### src/rtl/chrg_pkg.sv
// ----------------------------------------------------------------------------
// chrg_pkg - shared types and constants of the counter hash random generator
// Holds the mode codes, mixing constants and the job record passed from the
// front end to the hash engine.
// ----------------------------------------------------------------------------
`default_nettype none

package chrg_pkg;

  localparam int unsigned ModeW = 3;
  localparam int unsigned IdW   = 64;
  localparam int unsigned WordW = 32;

  localparam logic [ModeW-1:0] ModeKeyVal = 3'd0;
  localparam logic [ModeW-1:0] ModeKeyMod = 3'd1;
  localparam logic [ModeW-1:0] ModeKeyVec = 3'd2;
  localparam logic [ModeW-1:0] ModeCntVal = 3'd3;
  localparam logic [ModeW-1:0] ModeCntVec = 3'd4;

  localparam logic [WordW-1:0] MixC1   = 32'hcc9e2d51;
  localparam logic [WordW-1:0] MixC2   = 32'h1b873593;
  localparam logic [WordW-1:0] MixAdd  = 32'he6546b64;
  localparam logic [WordW-1:0] FinM1   = 32'h85ebca6b;
  localparam logic [WordW-1:0] FinM2   = 32'hc2b2ae35;
  localparam logic [IdW-1:0]   VecOfsY = 64'd8932114;
  localparam logic [IdW-1:0]   VecOfsZ = 64'd90191230;
  localparam logic [WordW-1:0] SignFlip = 32'h80000000;

  localparam int unsigned QueueDepth = 4;

  // one hash job: identifier plus what the result needs
  typedef struct packed {
    logic [IdW-1:0]   id;
    logic [WordW-1:0] modulus;
    logic             do_mod;
    logic             last;
  } job_t;

endpackage

`default_nettype wire

### src/rtl/counter_hash_random_generator.sv
// ----------------------------------------------------------------------------
// counter_hash_random_generator - seeded hash random source
// Requests arrive on the s_axis group: tdata packs mode[2:0], unique_id[66:3],
// modulus[98:67]. Results leave on m_axis: tdata packs raw_hash[31:0],
// remainder[63:32], signed_unit[95:64], divide_by_zero[96]; tlast marks the
// final result of a request (vec3 modes give three results, others one,
// undefined modes none). The user must write the seed through hash_seed_we_i
// and hash_seed_i only while idle; the block does not enforce this.
// A front end expands each request into hash jobs and owns the draw counter;
// a four-entry queue decouples it from the hash engine. The engine computes
// each value through one shared 32x32 multiplier, then a bit-serial division
// in modulo mode, then the output handshake; it takes a new job only after
// the result has left.
// A stalled receiver holds the result; the queue then fills and s_axis_tready
// drops. Reset clears the seed and draw counter and empties the queue.
// ----------------------------------------------------------------------------
`default_nettype none

module counter_hash_random_generator #(
  parameter int unsigned QueueDepth = chrg_pkg::QueueDepth
) (
  input  wire logic          clk_i,
  input  wire logic          rst_ni,
  input  wire logic          hash_seed_we_i,
  input  wire logic [31:0]   hash_seed_i,
  input  wire logic          s_axis_tvalid,
  output logic               s_axis_tready,
  input  wire logic [103:0]  s_axis_tdata,  // mode, unique_id, modulus
  output logic               m_axis_tvalid,
  input  wire logic          m_axis_tready,
  output logic [103:0]       m_axis_tdata,  // raw_hash, remainder, signed_unit, dbz
  output logic               m_axis_tlast
);
  import chrg_pkg::*;

  logic [31:0] seed_q;
  logic        fj_valid, fj_ready, qj_valid, qj_ready;
  job_t        fj, qj;
  logic [31:0] raw, rem, su;
  logic        dbz;

  always_ff @(posedge clk_i or negedge rst_ni) begin
    if (!rst_ni) begin
      seed_q <= '0;
    end else if (hash_seed_we_i) begin
      seed_q <= hash_seed_i;
    end
  end

  chrg_front u_front (
    .clk_i, .rst_ni,
    .in_valid_i (s_axis_tvalid),
    .in_ready_o (s_axis_tready),
    .mode_i     (s_axis_tdata[2:0]),
    .id_i       (s_axis_tdata[66:3]),
    .modulus_i  (s_axis_tdata[98:67]),
    .job_valid_o(fj_valid),
    .job_ready_i(fj_ready),
    .job_o      (fj)
  );

  chrg_queue #(.Depth(QueueDepth)) u_queue (
    .clk_i, .rst_ni,
    .push_valid_i(fj_valid),
    .push_ready_o(fj_ready),
    .push_data_i (fj),
    .pop_valid_o (qj_valid),
    .pop_ready_i (qj_ready),
    .pop_data_o  (qj)
  );

  chrg_hash u_hash (
    .clk_i, .rst_ni,
    .seed_i       (seed_q),
    .job_valid_i  (qj_valid),
    .job_ready_o  (qj_ready),
    .job_i        (qj),
    .res_valid_o  (m_axis_tvalid),
    .res_ready_i  (m_axis_tready),
    .raw_hash_o   (raw),
    .remainder_o  (rem),
    .signed_unit_o(su),
    .last_o       (m_axis_tlast),
    .dbz_o        (dbz)
  );

  assign m_axis_tdata = {7'd0, dbz, su, rem, raw};

endmodule

`default_nettype wire

### src/rtl/chrg_front.sv
// ----------------------------------------------------------------------------
// chrg_front - accepts requests and expands them into hash jobs
// Decodes the mode, owns the draw counter and issues one job per cycle while the queue accepts.
// ----------------------------------------------------------------------------
`default_nettype none

module chrg_front (
  input  wire logic                 clk_i,
  input  wire logic                 rst_ni,
  input  wire logic                 in_valid_i,
  output logic                      in_ready_o,
  input  wire logic [2:0]           mode_i,
  input  wire logic [63:0]          id_i,
  input  wire logic [31:0]          modulus_i,
  output logic                      job_valid_o,
  input  wire logic                 job_ready_i,
  output chrg_pkg::job_t            job_o
);
  import chrg_pkg::*;

  logic [WordW-1:0] cnt_q, cnt_d;
  logic [1:0]       idx_q, idx_d;
  logic             busy_q, busy_d;
  logic [ModeW-1:0] mode_q, mode_d;
  logic [IdW-1:0]   id_q, id_d;
  logic [WordW-1:0] mod_q, mod_d;
  logic             vec, valid_mode, issue;
  logic [IdW-1:0]   base;

  assign in_ready_o  = !busy_q;
  assign job_valid_o = busy_q;
  assign issue       = busy_q && job_ready_i;
  assign vec         = (mode_q == ModeKeyVec) || (mode_q == ModeCntVec);
  assign valid_mode  = (mode_i == ModeKeyVal) || (mode_i == ModeKeyMod) ||
                       (mode_i == ModeKeyVec) || (mode_i == ModeCntVal) ||
                       (mode_i == ModeCntVec);

  always_comb begin
    base = id_q;
    if (mode_q == ModeCntVal || mode_q == ModeCntVec) begin
      base = {32'd0, cnt_q};
    end
    job_o.id = base;
    if (idx_q == 2'd1) begin
      job_o.id = (mode_q == ModeCntVec) ? {32'd0, cnt_q} : id_q + VecOfsY;
    end else if (idx_q == 2'd2) begin
      job_o.id = (mode_q == ModeCntVec) ? {32'd0, cnt_q} : id_q + VecOfsZ;
    end
    job_o.modulus = mod_q;
    job_o.do_mod  = (mode_q == ModeKeyMod);
    job_o.last    = !vec || (idx_q == 2'd2);
  end

  always_comb begin
    busy_d = busy_q;
    idx_d  = idx_q;
    cnt_d  = cnt_q;
    mode_d = mode_q;
    id_d   = id_q;
    mod_d  = mod_q;
    if (in_valid_i && in_ready_o && valid_mode) begin
      busy_d = 1'b1;
      idx_d  = 2'd0;
      mode_d = mode_i;
      id_d   = id_i;
      mod_d  = modulus_i;
    end else if (issue) begin
      // counter advances once per drawn value
      if (mode_q == ModeCntVal || mode_q == ModeCntVec) begin
        cnt_d = cnt_q + 32'd1;
      end
      if (job_o.last) begin
        busy_d = 1'b0;
      end else begin
        idx_d = idx_q + 2'd1;
      end
    end
  end

  always_ff @(posedge clk_i or negedge rst_ni) begin
    if (!rst_ni) begin
      busy_q <= 1'b0;
      idx_q  <= 2'd0;
      cnt_q  <= '0;
    end else begin
      busy_q <= busy_d;
      idx_q  <= idx_d;
      cnt_q  <= cnt_d;
    end
  end

  always_ff @(posedge clk_i) begin
    mode_q <= mode_d;
    id_q   <= id_d;
    mod_q  <= mod_d;
  end

endmodule

`default_nettype wire

### src/rtl/chrg_queue.sv
// ----------------------------------------------------------------------------
// chrg_queue - small job queue between front end and hash engine
// Register-based FIFO with independent push and pop handshakes.
// ----------------------------------------------------------------------------
`default_nettype none

module chrg_queue #(
  parameter int unsigned Depth = chrg_pkg::QueueDepth
) (
  input  wire logic           clk_i,
  input  wire logic           rst_ni,
  input  wire logic           push_valid_i,
  output logic                push_ready_o,
  input  wire chrg_pkg::job_t push_data_i,
  output logic                pop_valid_o,
  input  wire logic           pop_ready_i,
  output chrg_pkg::job_t      pop_data_o
);
  import chrg_pkg::*;

  localparam int unsigned PtrW = (Depth > 1) ? $clog2(Depth) : 1;

  job_t            mem_q [Depth];
  logic [PtrW-1:0] wr_q, rd_q;
  logic [PtrW:0]   cnt_q;
  logic            push, pop;

  assign push_ready_o = (cnt_q != Depth[PtrW:0]);
  assign pop_valid_o  = (cnt_q != '0);
  assign push         = push_valid_i && push_ready_o;
  assign pop          = pop_valid_o && pop_ready_i;
  assign pop_data_o   = mem_q[rd_q];

  always_ff @(posedge clk_i or negedge rst_ni) begin
    if (!rst_ni) begin
      wr_q  <= '0;
      rd_q  <= '0;
      cnt_q <= '0;
    end else begin
      if (push) begin
        wr_q <= (wr_q == PtrW'(Depth - 1)) ? '0 : wr_q + 1'b1;
      end
      if (pop) begin
        rd_q <= (rd_q == PtrW'(Depth - 1)) ? '0 : rd_q + 1'b1;
      end
      cnt_q <= cnt_q + {{PtrW{1'b0}}, push} - {{PtrW{1'b0}}, pop};
    end
  end

  always_ff @(posedge clk_i) begin
    if (push) begin
      mem_q[wr_q] <= push_data_i;
    end
  end

endmodule

`default_nettype wire

### src/rtl/chrg_hash.sv
// ----------------------------------------------------------------------------
// chrg_hash - hash engine with optional modulo reduction
// Runs the two block rounds and the final mix as a multi-cycle sequence with
// one shared 32x32 multiplier, then a bit-serial remainder when asked for.
// ----------------------------------------------------------------------------
`default_nettype none

module chrg_hash (
  input  wire logic           clk_i,
  input  wire logic           rst_ni,
  input  wire logic [31:0]    seed_i,
  input  wire logic           job_valid_i,
  output logic                job_ready_o,
  input  wire chrg_pkg::job_t job_i,
  output logic                res_valid_o,
  input  wire logic           res_ready_i,
  output logic [31:0]         raw_hash_o,
  output logic [31:0]         remainder_o,
  output logic [31:0]         signed_unit_o,
  output logic                last_o,
  output logic                dbz_o
);
  import chrg_pkg::*;

  typedef enum logic [3:0] {
    StIdle, StW0a, StW0b, StW1a, StW1b, StF1, StF2, StDiv, StOut
  } state_e;

  state_e           state_q;
  logic [WordW-1:0] h_q, w_q, hi_q, mod_q, rem_q, quo_q;
  logic [5:0]       bit_q;
  logic             do_mod_q, last_q, dbz_q;
  logic [WordW-1:0] mul_a, mul_b, prod, wr, hx, f1;
  logic [WordW:0]   trial;

  assign mul_a = (state_q == StF1 || state_q == StF2) ? h_q : w_q;
  always_comb begin
    case (state_q)
      StW0a, StW1a: mul_b = MixC1;
      StW0b, StW1b: mul_b = MixC2;
      StF1:         mul_b = FinM1;
      default:      mul_b = FinM2;
    endcase
  end
  assign prod  = mul_a * mul_b;
  assign wr    = {prod[16:0], prod[31:17]};
  assign hx    = h_q ^ prod;
  assign f1    = {hx[18:0], hx[31:19]};
  assign trial = {rem_q, quo_q[31]} - {1'b0, mod_q};

  assign job_ready_o   = (state_q == StIdle);
  assign res_valid_o   = (state_q == StOut);
  assign raw_hash_o    = h_q;
  assign remainder_o   = rem_q;
  assign signed_unit_o = h_q ^ SignFlip;
  assign last_o        = last_q;
  assign dbz_o         = dbz_q;

  always_ff @(posedge clk_i or negedge rst_ni) begin
    if (!rst_ni) begin
      state_q <= StIdle;
    end else begin
      case (state_q)
        StIdle: begin
          if (job_valid_i) begin
            state_q  <= StW0a;
            h_q      <= seed_i;
            w_q      <= job_i.id[31:0];
            hi_q     <= job_i.id[63:32];
            mod_q    <= job_i.modulus;
            do_mod_q <= job_i.do_mod;
            last_q   <= job_i.last;
            dbz_q    <= job_i.do_mod && (job_i.modulus == '0);
          end
        end
        StW0a: begin
          w_q     <= wr;
          state_q <= StW0b;
        end
        StW0b: begin
          h_q     <= f1 * 32'd5 + MixAdd;
          w_q     <= hi_q;
          state_q <= StW1a;
        end
        StW1a: begin
          w_q     <= wr;
          state_q <= StW1b;
        end
        StW1b: begin
          // fold in the length and the first shift of the final mix
          h_q     <= (f1 * 32'd5 + MixAdd ^ 32'd8) ^
                     ((f1 * 32'd5 + MixAdd ^ 32'd8) >> 16);
          state_q <= StF1;
        end
        StF1: begin
          h_q     <= prod ^ (prod >> 13);
          state_q <= StF2;
        end
        StF2: begin
          h_q   <= prod ^ (prod >> 16);
          quo_q <= prod ^ (prod >> 16);
          rem_q <= '0;
          bit_q <= '0;
          if (do_mod_q && !dbz_q) begin
            state_q <= StDiv;
          end else begin
            state_q <= StOut;
          end
        end
        StDiv: begin
          // restoring division, one quotient bit per cycle
          if (!trial[WordW]) begin
            rem_q <= trial[WordW-1:0];
          end else begin
            rem_q <= {rem_q[WordW-2:0], quo_q[31]};
          end
          quo_q <= {quo_q[30:0], 1'b0};
          bit_q <= bit_q + 6'd1;
          if (bit_q == 6'd31) begin
            state_q <= StOut;
          end
        end
        StOut: begin
          if (res_ready_i) begin
            state_q <= StIdle;
          end
        end
        default: state_q <= StIdle;
      endcase
    end
  end

endmodule

`default_nettype wire
### config.mk
export PLATFORM = sky130hd
export DESIGN_NAME = counter_hash_random_generator
export DESIGN_NICKNAME = d
export VERILOG_FILES = /design/src/rtl/chrg_pkg.sv /design/src/rtl/counter_hash_random_generator.sv /design/src/rtl/chrg_front.sv /design/src/rtl/chrg_queue.sv /design/src/rtl/chrg_hash.sv
export SDC_FILE = /design/constraint.sdc
export NUM_CORES = 2
export LEC_CHECK = 0
export ABC_CLOCK_PERIOD_IN_PS = 16800
export BUFFER_PORTS_ARGS = -buffer_cell sky130_fd_sc_hd__buf_4
export CAP_MARGIN = 15
export CORE_MARGIN = 8
export CORE_UTILIZATION = 35
export DETAILED_ROUTE_END_ITERATION = 16
export PLACE_DENSITY_LB_ADDON = 0.25
export REMOVE_ABC_BUFFERS = 1
export SKIP_CTS_REPAIR_TIMING = 1
export SLEW_MARGIN = 20
export SYNTH_ARGS = -nofsm -noshare
export SYNTH_HDL_FRONTEND = slang
export SYNTH_SLANG_ARGS = --single-unit
### constraint.sdc
create_clock -name clk_i -period 16.8 [get_ports clk_i]
set_clock_uncertainty 0.2 [all_clocks]
set_input_delay 1.68 -clock clk_i [delete_from_list [all_inputs] [get_ports clk_i]]
set_output_delay 1.68 -clock clk_i [all_outputs]
set_load 0.005 [all_outputs]
Yosys cells after proc, flatten, opt, wreduce, memory -nomap -nowiden
Memory sizes are Yosys's and may differ from the RTL's.
Cells that the tools add are included.
{"block": "word_totals", "regBits": 378, "mem_bits_rw": 392, "input_bits": 141, "out_inout_bits": 107, "wordCells": 134, "n_memories": 1}
{"memory": "u_queue.mem_q", "words": 4, "width": 98, "rd": 1, "rd_clocked_by_memory_dff": 0, "wr": 1, "line_no": "chrg_queue.sv:23", "source": "job_t mem_q [Depth];"}
{"block": "op_classes", "n_addsub": 11, "mul": 2, "eq_ne": 26, "muxes": 30, "bitwise_logic": 7, "n_reduce_logical": 36}
{"cell": "2-to-1 mux 64 bit", "count": 5}
{"cell": "one-hot mux 32 bit (3 select lines)", "count": 2}
{"cell": "one-hot mux 32 bit (5 select lines)", "count": 1}
{"cell": "2-to-1 mux 32 bit", "count": 4}
{"cell": "one-hot mux 32 bit (2 select lines)", "count": 2}
{"cell": "adder 64 x 24 -> 64 bit (second input constant)", "count": 1}
{"cell": "adder 64 x 27 -> 64 bit (second input constant)", "count": 1}
{"cell": "XOR 32 x 16 -> 32 bit", "count": 2}
{"cell": "one-hot mux 4 bit (9 select lines)", "count": 1}
{"cell": "subtractor 33 x 32 -> 33 bit", "count": 1}
{"cell": "adder 32 x 1 -> 32 bit (second input constant)", "count": 1}
{"cell": "adder 32 bit (second input constant)", "count": 1}
{"cell": "logical NOT 32 bit", "count": 1}
{"cell": "multiplier 32 x 3 -> 32 bit (second input constant)", "count": 1}
{"cell": "multiplier 32 x 32 -> 32 bit", "count": 1}
{"cell": "XOR 32 x 19 -> 32 bit", "count": 1}
{"cell": "XOR 32 bit", "count": 1}
{"cell": "== test 4 x 3 -> 1 bit (second input constant)", "count": 4}
{"cell": "2-to-1 mux 4 bit", "count": 4}
{"cell": "AND reduction 3 bit", "count": 5}
{"cell": "== test 3 x 2 -> 1 bit (second input constant)", "count": 4}
{"cell": "one-hot mux 6 bit (2 select lines)", "count": 1}
{"cell": "2-to-1 mux 2 bit", "count": 5}
{"cell": "== test 4 x 2 -> 1 bit (second input constant)", "count": 2}
{"cell": "26 further kinds", "count": 60}

Longest topological paths before layout
{"block": "depth", "depth_word": 10, "mapped_depth": 53}

Hierarchy
A second synthesis with hierarchy kept.
{"block": "unflattened", "cells_unflattened": 4550, "hier_area_um2": 53446.3}
{"module": "chrg_hash", "n_inst": 1, "cells_each": 2982, "area_per_inst_um2": 28630.0, "seq_area_each_um2": 6135.9}
{"module": "chrg_queue", "n_inst": 1, "cells_each": 550, "area_per_inst_um2": 14528.9, "seq_area_each_um2": 11946.5}
{"module": "chrg_front", "n_inst": 1, "cells_each": 941, "area_per_inst_um2": 8878.5, "seq_area_each_um2": 3848.7}
{"module": "counter_hash_random_generator", "n_inst": 1, "cells_each": 77, "area_per_inst_um2": 1408.9, "seq_area_each_um2": 800.8}

Worst setup path before layout
Ideal clock, no wire load.
{"block": "synth_timing", "kind": "register -> register", "startpoint": "reg u_hash.state_q[3]", "endpoint": "reg u_hash.h_q[15], in the netlist u_hash.raw_hash_o[15], data pin", "setup_time_ps": 279, "arrival_time_ps": 11620, "t_required_ps": 16321, "setup_slack_ps": 4701, "stages_incl_launch_ff": 46, "period_less_slack_ps": 12099, "cell_sequence": "dfrtp_1 -> nand2b_1 -> buf_2 -> nor3b_2 -> clkbuf_1 -> clkbuf_1 -> buf_1 -> nand2_1 -> fa_1 -> inv_1 -> fa_1 -> inv_1 -> fa_1 -> fa_1 -> inv_1 -> ha_1 -> ha_1 -> fa_1 -> (+10 left out) -> o31ai_1 -> xnor2_1 -> ha_1 -> ha_1 -> ha_1 -> fa_1 -> a21o_1 -> a21oi_1 -> o211a_1 -> o31a_1 -> a21oi_1 -> a221oi_1 -> nor2_1 -> a211oi_1 -> o2bb2ai_1 -> xnor2_1 -> xor2_1 -> o221ai_1"}
{"block": "synth_via", "elab_chain_cells": 9, "word_cells_on_any_way": 20, "classes_between": "add/sub (1); mul (2); eq/ne (6); mux (3); bitwise (4); reduce/logical (4)"}
{"element": "start, declared", "line_no": "chrg_hash.sv:29", "source": "state_e state_q;"}
{"element": "start signal, assigned", "line_no": "chrg_hash.sv:61", "source": "state_q <= StIdle;"}
{"element": "start signal, assigned", "line_no": "chrg_hash.sv:66", "source": "state_q <= StW0a;"}
{"element": "start signal, assigned", "line_no": "chrg_hash.sv:78", "source": "state_q <= StW0b;"}
{"element": "== test 4 x 2 -> 1 bit, or another cell as far along", "line_no": "chrg_hash.sv:38, chrg_hash.sv:63"}
{"element": "OR reduction 2 bit, or another cell as far along", "line_no": "chrg_hash.sv:38", "source": "case (state_q)"}
{"element": "one-hot mux 32 bit (3 select lines) or 2-to-1 mux 32 bit (tied branches)", "line_no": "chrg_hash.sv:38, chrg_hash.sv:36"}
{"element": "multiplier 32 x 32 -> 32 bit", "line_no": "chrg_hash.sv:45", "source": "assign prod = mul_a * mul_b;"}
{"element": "XOR 32 bit", "line_no": "chrg_hash.sv:47", "source": "assign hx = h_q ^ prod;"}
{"element": "multiplier 32 x 3 -> 32 bit", "line_no": "chrg_hash.sv:81, chrg_hash.sv:91, chrg_hash.sv:92"}
{"element": "adder 32 bit", "line_no": "chrg_hash.sv:81, chrg_hash.sv:91, chrg_hash.sv:92"}
{"element": "XOR 32 x 16 -> 32 bit", "line_no": "chrg_hash.sv:91", "source": "h_q <= (f1 * 32'd5 + MixAdd ^ 32'd8) ^"}
{"element": "one-hot mux 32 bit (5 select lines) (*)", "line_no": "chrg_hash.sv:63", "source": "case (state_q)"}
{"element": "end signal, assigned", "line_no": "chrg_hash.sv:67", "source": "h_q <= seed_i;"}
{"element": "end signal, assigned", "line_no": "chrg_hash.sv:81", "source": "h_q <= f1 * 32'd5 + MixAdd;"}
{"element": "end signal, assigned", "line_no": "chrg_hash.sv:91"}
{"element": "end, declared", "line_no": "chrg_hash.sv:30", "source": "logic [WordW-1:0] h_q, w_q, hi_q, mod_q, rem_q, quo_q;"}
Every way passes the cells marked *; elsewhere a longest branch is shown, timed or not.
A chain may end at the register's enable or synchronous reset.

Worst setup path in the final report
{"block": "layout_timing", "startpoint": "reg u_hash.state_q[2]", "endpoint": "reg u_hash.h_q[13], in the netlist u_hash.raw_hash_o[13], data pin"}
Same word-level chain as after synthesis.

==> flow_metrics.env <==
export IMPL_dp_hpwl_mm=123
export IMPL_yosysWarnings=0
export IMPL_end_kind="flip-flop"
export IMPL_antenna_found_initial=5
export IMPL_grt_pass1_vias=35600
export IMPL_yosys_area_top_type_share_pct=40.1
export IMPL_synth_xor_area_share_pct=4.99
export IMPL_synth_avg_cell_area_um2=11.9
export IMPL_slew_headroom_pct=26.5
export IMPL_die_h_um=401
export IMPL_portBuffers=235
export IMPL_hold_end="u_queue.mem_q[2][33]"
export IMPL_synth_top_family_by_area="adder cells"
export IMPL_final_layout_size_suffix_gt1_share_pct=14.0
export IMPL_cp_num_buf_inv=9
export IMPL_synth_compound_area_share_pct=8.86
export IMPL_synth_area_leaders="edfxtp_1 (40%), fa_1 (16%), ha_1 (5.8%)"
export IMPL_reg2regPathDepth=45
export IMPL_yosys_most_used_dff="edfxtp_1"
export IMPL_fin_crit_ps=14290
export IMPL_crit_top_cell="fa_1"
export IMPL_hold_start="u_front.mod_q[31]"
export IMPL_viasPerCell=5.27
export IMPL_worstSetupPathType="flip-flop to flip-flop"
export IMPL_core_area_um2=147000
export IMPL_grtUsageMet1_pct=26.6
export IMPL_clk_pin_slew_ps=70
export IMPL_fillerInstances=14200
export IMPL_ioPinCount=248
export IMPL_fin_nets=5340
export IMPL_ys_types=88
export IMPL_cts_tree="built"
export IMPL_crit_path_start_kind="flip-flop"
export IMPL_slew_violations=0
export IMPL_finalInstanceArea_um2=58500
export IMPL_drt_initial_drc_count=3102
export IMPL_place_area_um2=55800
export IMPL_vias=34500
export IMPL_syn_to_final_growth_pct=12.8
export IMPL_fin_setup_tns_ps=0
export IMPL_yosysMostFrequentCell="edfxtp_1"
export IMPL_drcViolationCount=0
export IMPL_htreeDepth=3
export IMPL_ys_seq_area_share_pct=43.8
export IMPL_wl_per_cell_um=24.4
export IMPL_synth_edff_count=692
export IMPL_initial_utilization_pct=35.2
export IMPL_firstDrtPassIters=6
export IMPL_fmax_mhz=70.0
export IMPL_ys_seq_elements=770
export IMPL_busiest_layer="met2"
export IMPL_antenna_cells=0
export IMPL_use_met2_pct=31.8
export IMPL_slowest_stage="dfrtp_1"
export IMPL_worstHoldPathCells=0
export IMPL_die_w_um=401
export IMPL_synth_largest_area_cell="edfxtp_1"
export IMPL_reg2reg_to="u_hash.raw_hash_o[13]"
export IMPL_cts_root_buf="clkbuf_16"
export IMPL_grt_overflow=0
export IMPL_async_reset_ff_share_pct=10.1
export IMPL_status="finished clean"
export IMPL_synth_commonest_cells="edfxtp_1 (692), inv_1 (584), fa_1 (407)"
export IMPL_cts_path_max_buffers=3
export IMPL_critPathArrivalTime_ps=14500
export IMPL_r2r_start="u_hash.state_q[2]"
export IMPL_path_delay_family="adder cells"
export IMPL_yosys_area_share_simple_pct=8.41
export IMPL_grt_use_total_pct=19.5
export IMPL_synthCells=4361
export IMPL_grt_first_pass_wirelength_mm=238
export IMPL_hold_viol_final=0
export IMPL_wl_mm=160
export IMPL_synthAdderAreaFrac_pct=21.5
export IMPL_min_period_over_period_pct=85.0
export IMPL_grt_max_degree=71
export IMPL_drv_cap=0
export IMPL_crit_fanout=28
export IMPL_setup_viol=0
export IMPL_clock_latency_ps=650
export IMPL_syn_area_um2=51800
export IMPL_gp_congestion=0.938
export IMPL_yosys_mux_area_fraction_pct=6.25
export IMPL_rows=141
export IMPL_grt_setup_unrepaired="false"
export IMPL_numClockSinks=770
export IMPL_tightest_slew_ps=1100
export IMPL_numCtsBuffers=80
export IMPL_critPathRequiredTime_ps=17010
export IMPL_die_area_um2=161000
export IMPL_ant_nets=0
export IMPL_worstHoldPathType="flip-flop to flip-flop"
export IMPL_slowest_delay_ps=780
export IMPL_grtUsageMet3_pct=3.04
export IMPL_reg2reg_setup_slack_ps=2510
[flip-flops by register name, summed over array words and instances (netlist names), 3 cells and up]
signal              flops
u_hash.hi_q            32
u_hash.mod_q           32
u_queue.cnt_q           3
u_front.id_q           64
u_hash.quo_q           32
u_hash.raw_hash_o      32
u_queue.mem_q         392
seed_q                 32
u_hash.bit_q            6
u_hash.state_q          4
u_front.mode_q          3
u_front.cnt_q          32
u_hash.w_q             32
u_front.mod_q          32
u_hash.remainder_o     32
[cell families (layout without fill, tap and decap cells)]
logic type | after synthesis | count (layout)
and+or+nand+nor | 968 | 968
buffers and inverters | 804 | 1057
DFF | 770 | 770
AOI/OAI and AO/OA | 699 | 699
adders and majority gates | 646 | 646
xor gates and xnor gates | 280 | 280
muxes | 193 | 193
other | 1 | 7
[cells in the final DEF, fill, tap and decap left out, types with 21 or more instances in the layout]
master,instances
a21o_1,48
a21oi_1,171
a222oi_1,34
a22oi_1,22
a31oi_1,21
and2_1,25
and3_1,33
buf_4,316
clkbuf_16,81
dfrtp_1,76
edfxtp_1,692
fa_1,407
ha_1,238
inv_1,584
mux2_2,41
mux2i_1,46
mux4_2,98
nand2_1,364
nand2b_1,23
nand3_1,55
nand4_1,37
nor2_1,293
nor3_1,31
o21ai_0,161
o221ai_1,30
o31ai_1,22
xnor2_1,171
xor2_1,100
[worst max path at each step]
stage                 startpoint                     to  slack, ps  cells after the start
2_1_floorplan  u_hash.state_q[1]  u_hash.raw_hash_o[15]       3110                     43
3_3_place_gp   u_hash.state_q[2]  u_hash.raw_hash_o[13]       2590                     45
4_1_cts        u_hash.state_q[2]  u_hash.raw_hash_o[13]       2520                     45
5_1_grt        u_hash.state_q[2]  u_hash.raw_hash_o[13]       1740                     45
3_5_place_dp   u_hash.state_q[2]  u_hash.raw_hash_o[13]       2620                     45
6_report       u_hash.state_q[2]  u_hash.raw_hash_o[13]       2510                     45
[routing by layer]
layer,vias up,share of wire (%)
met4,2,3.6
met1,17500,44
met2,1173,47
met5,-,0.0081
li1,15600,-
met3,271,6.0
[per-stage QoR]
step                      hold slack (ps)  worst slack, ps  std cells  utilization, %
final                                 270             2510       6550            39.7
after global routing                  295             1740       6550            39.7
after CTS                             260             2520       6550            39.7
after detailed placement              283             2620       6401            37.8
after global placement                275             2590       6401            37.8
after floorplan                       259             3110       4155               -
[final cells by class]
type	count	area (um2)	area share [%]
Tap cell	1930	2410	4.13
Sequential cell	770	22700	38.9
Inverter	592	2220	3.80
Multi-Input combinational cell	2793	26000	44.5
Clock buffer	98	2110	3.61
Clock inverter	51	596	1.02
Timing Repair Buffer	316	2370	4.06
Power is not shown: default switching activity piles up to over one toggle a cycle in this logic, so the estimate is an artifact.
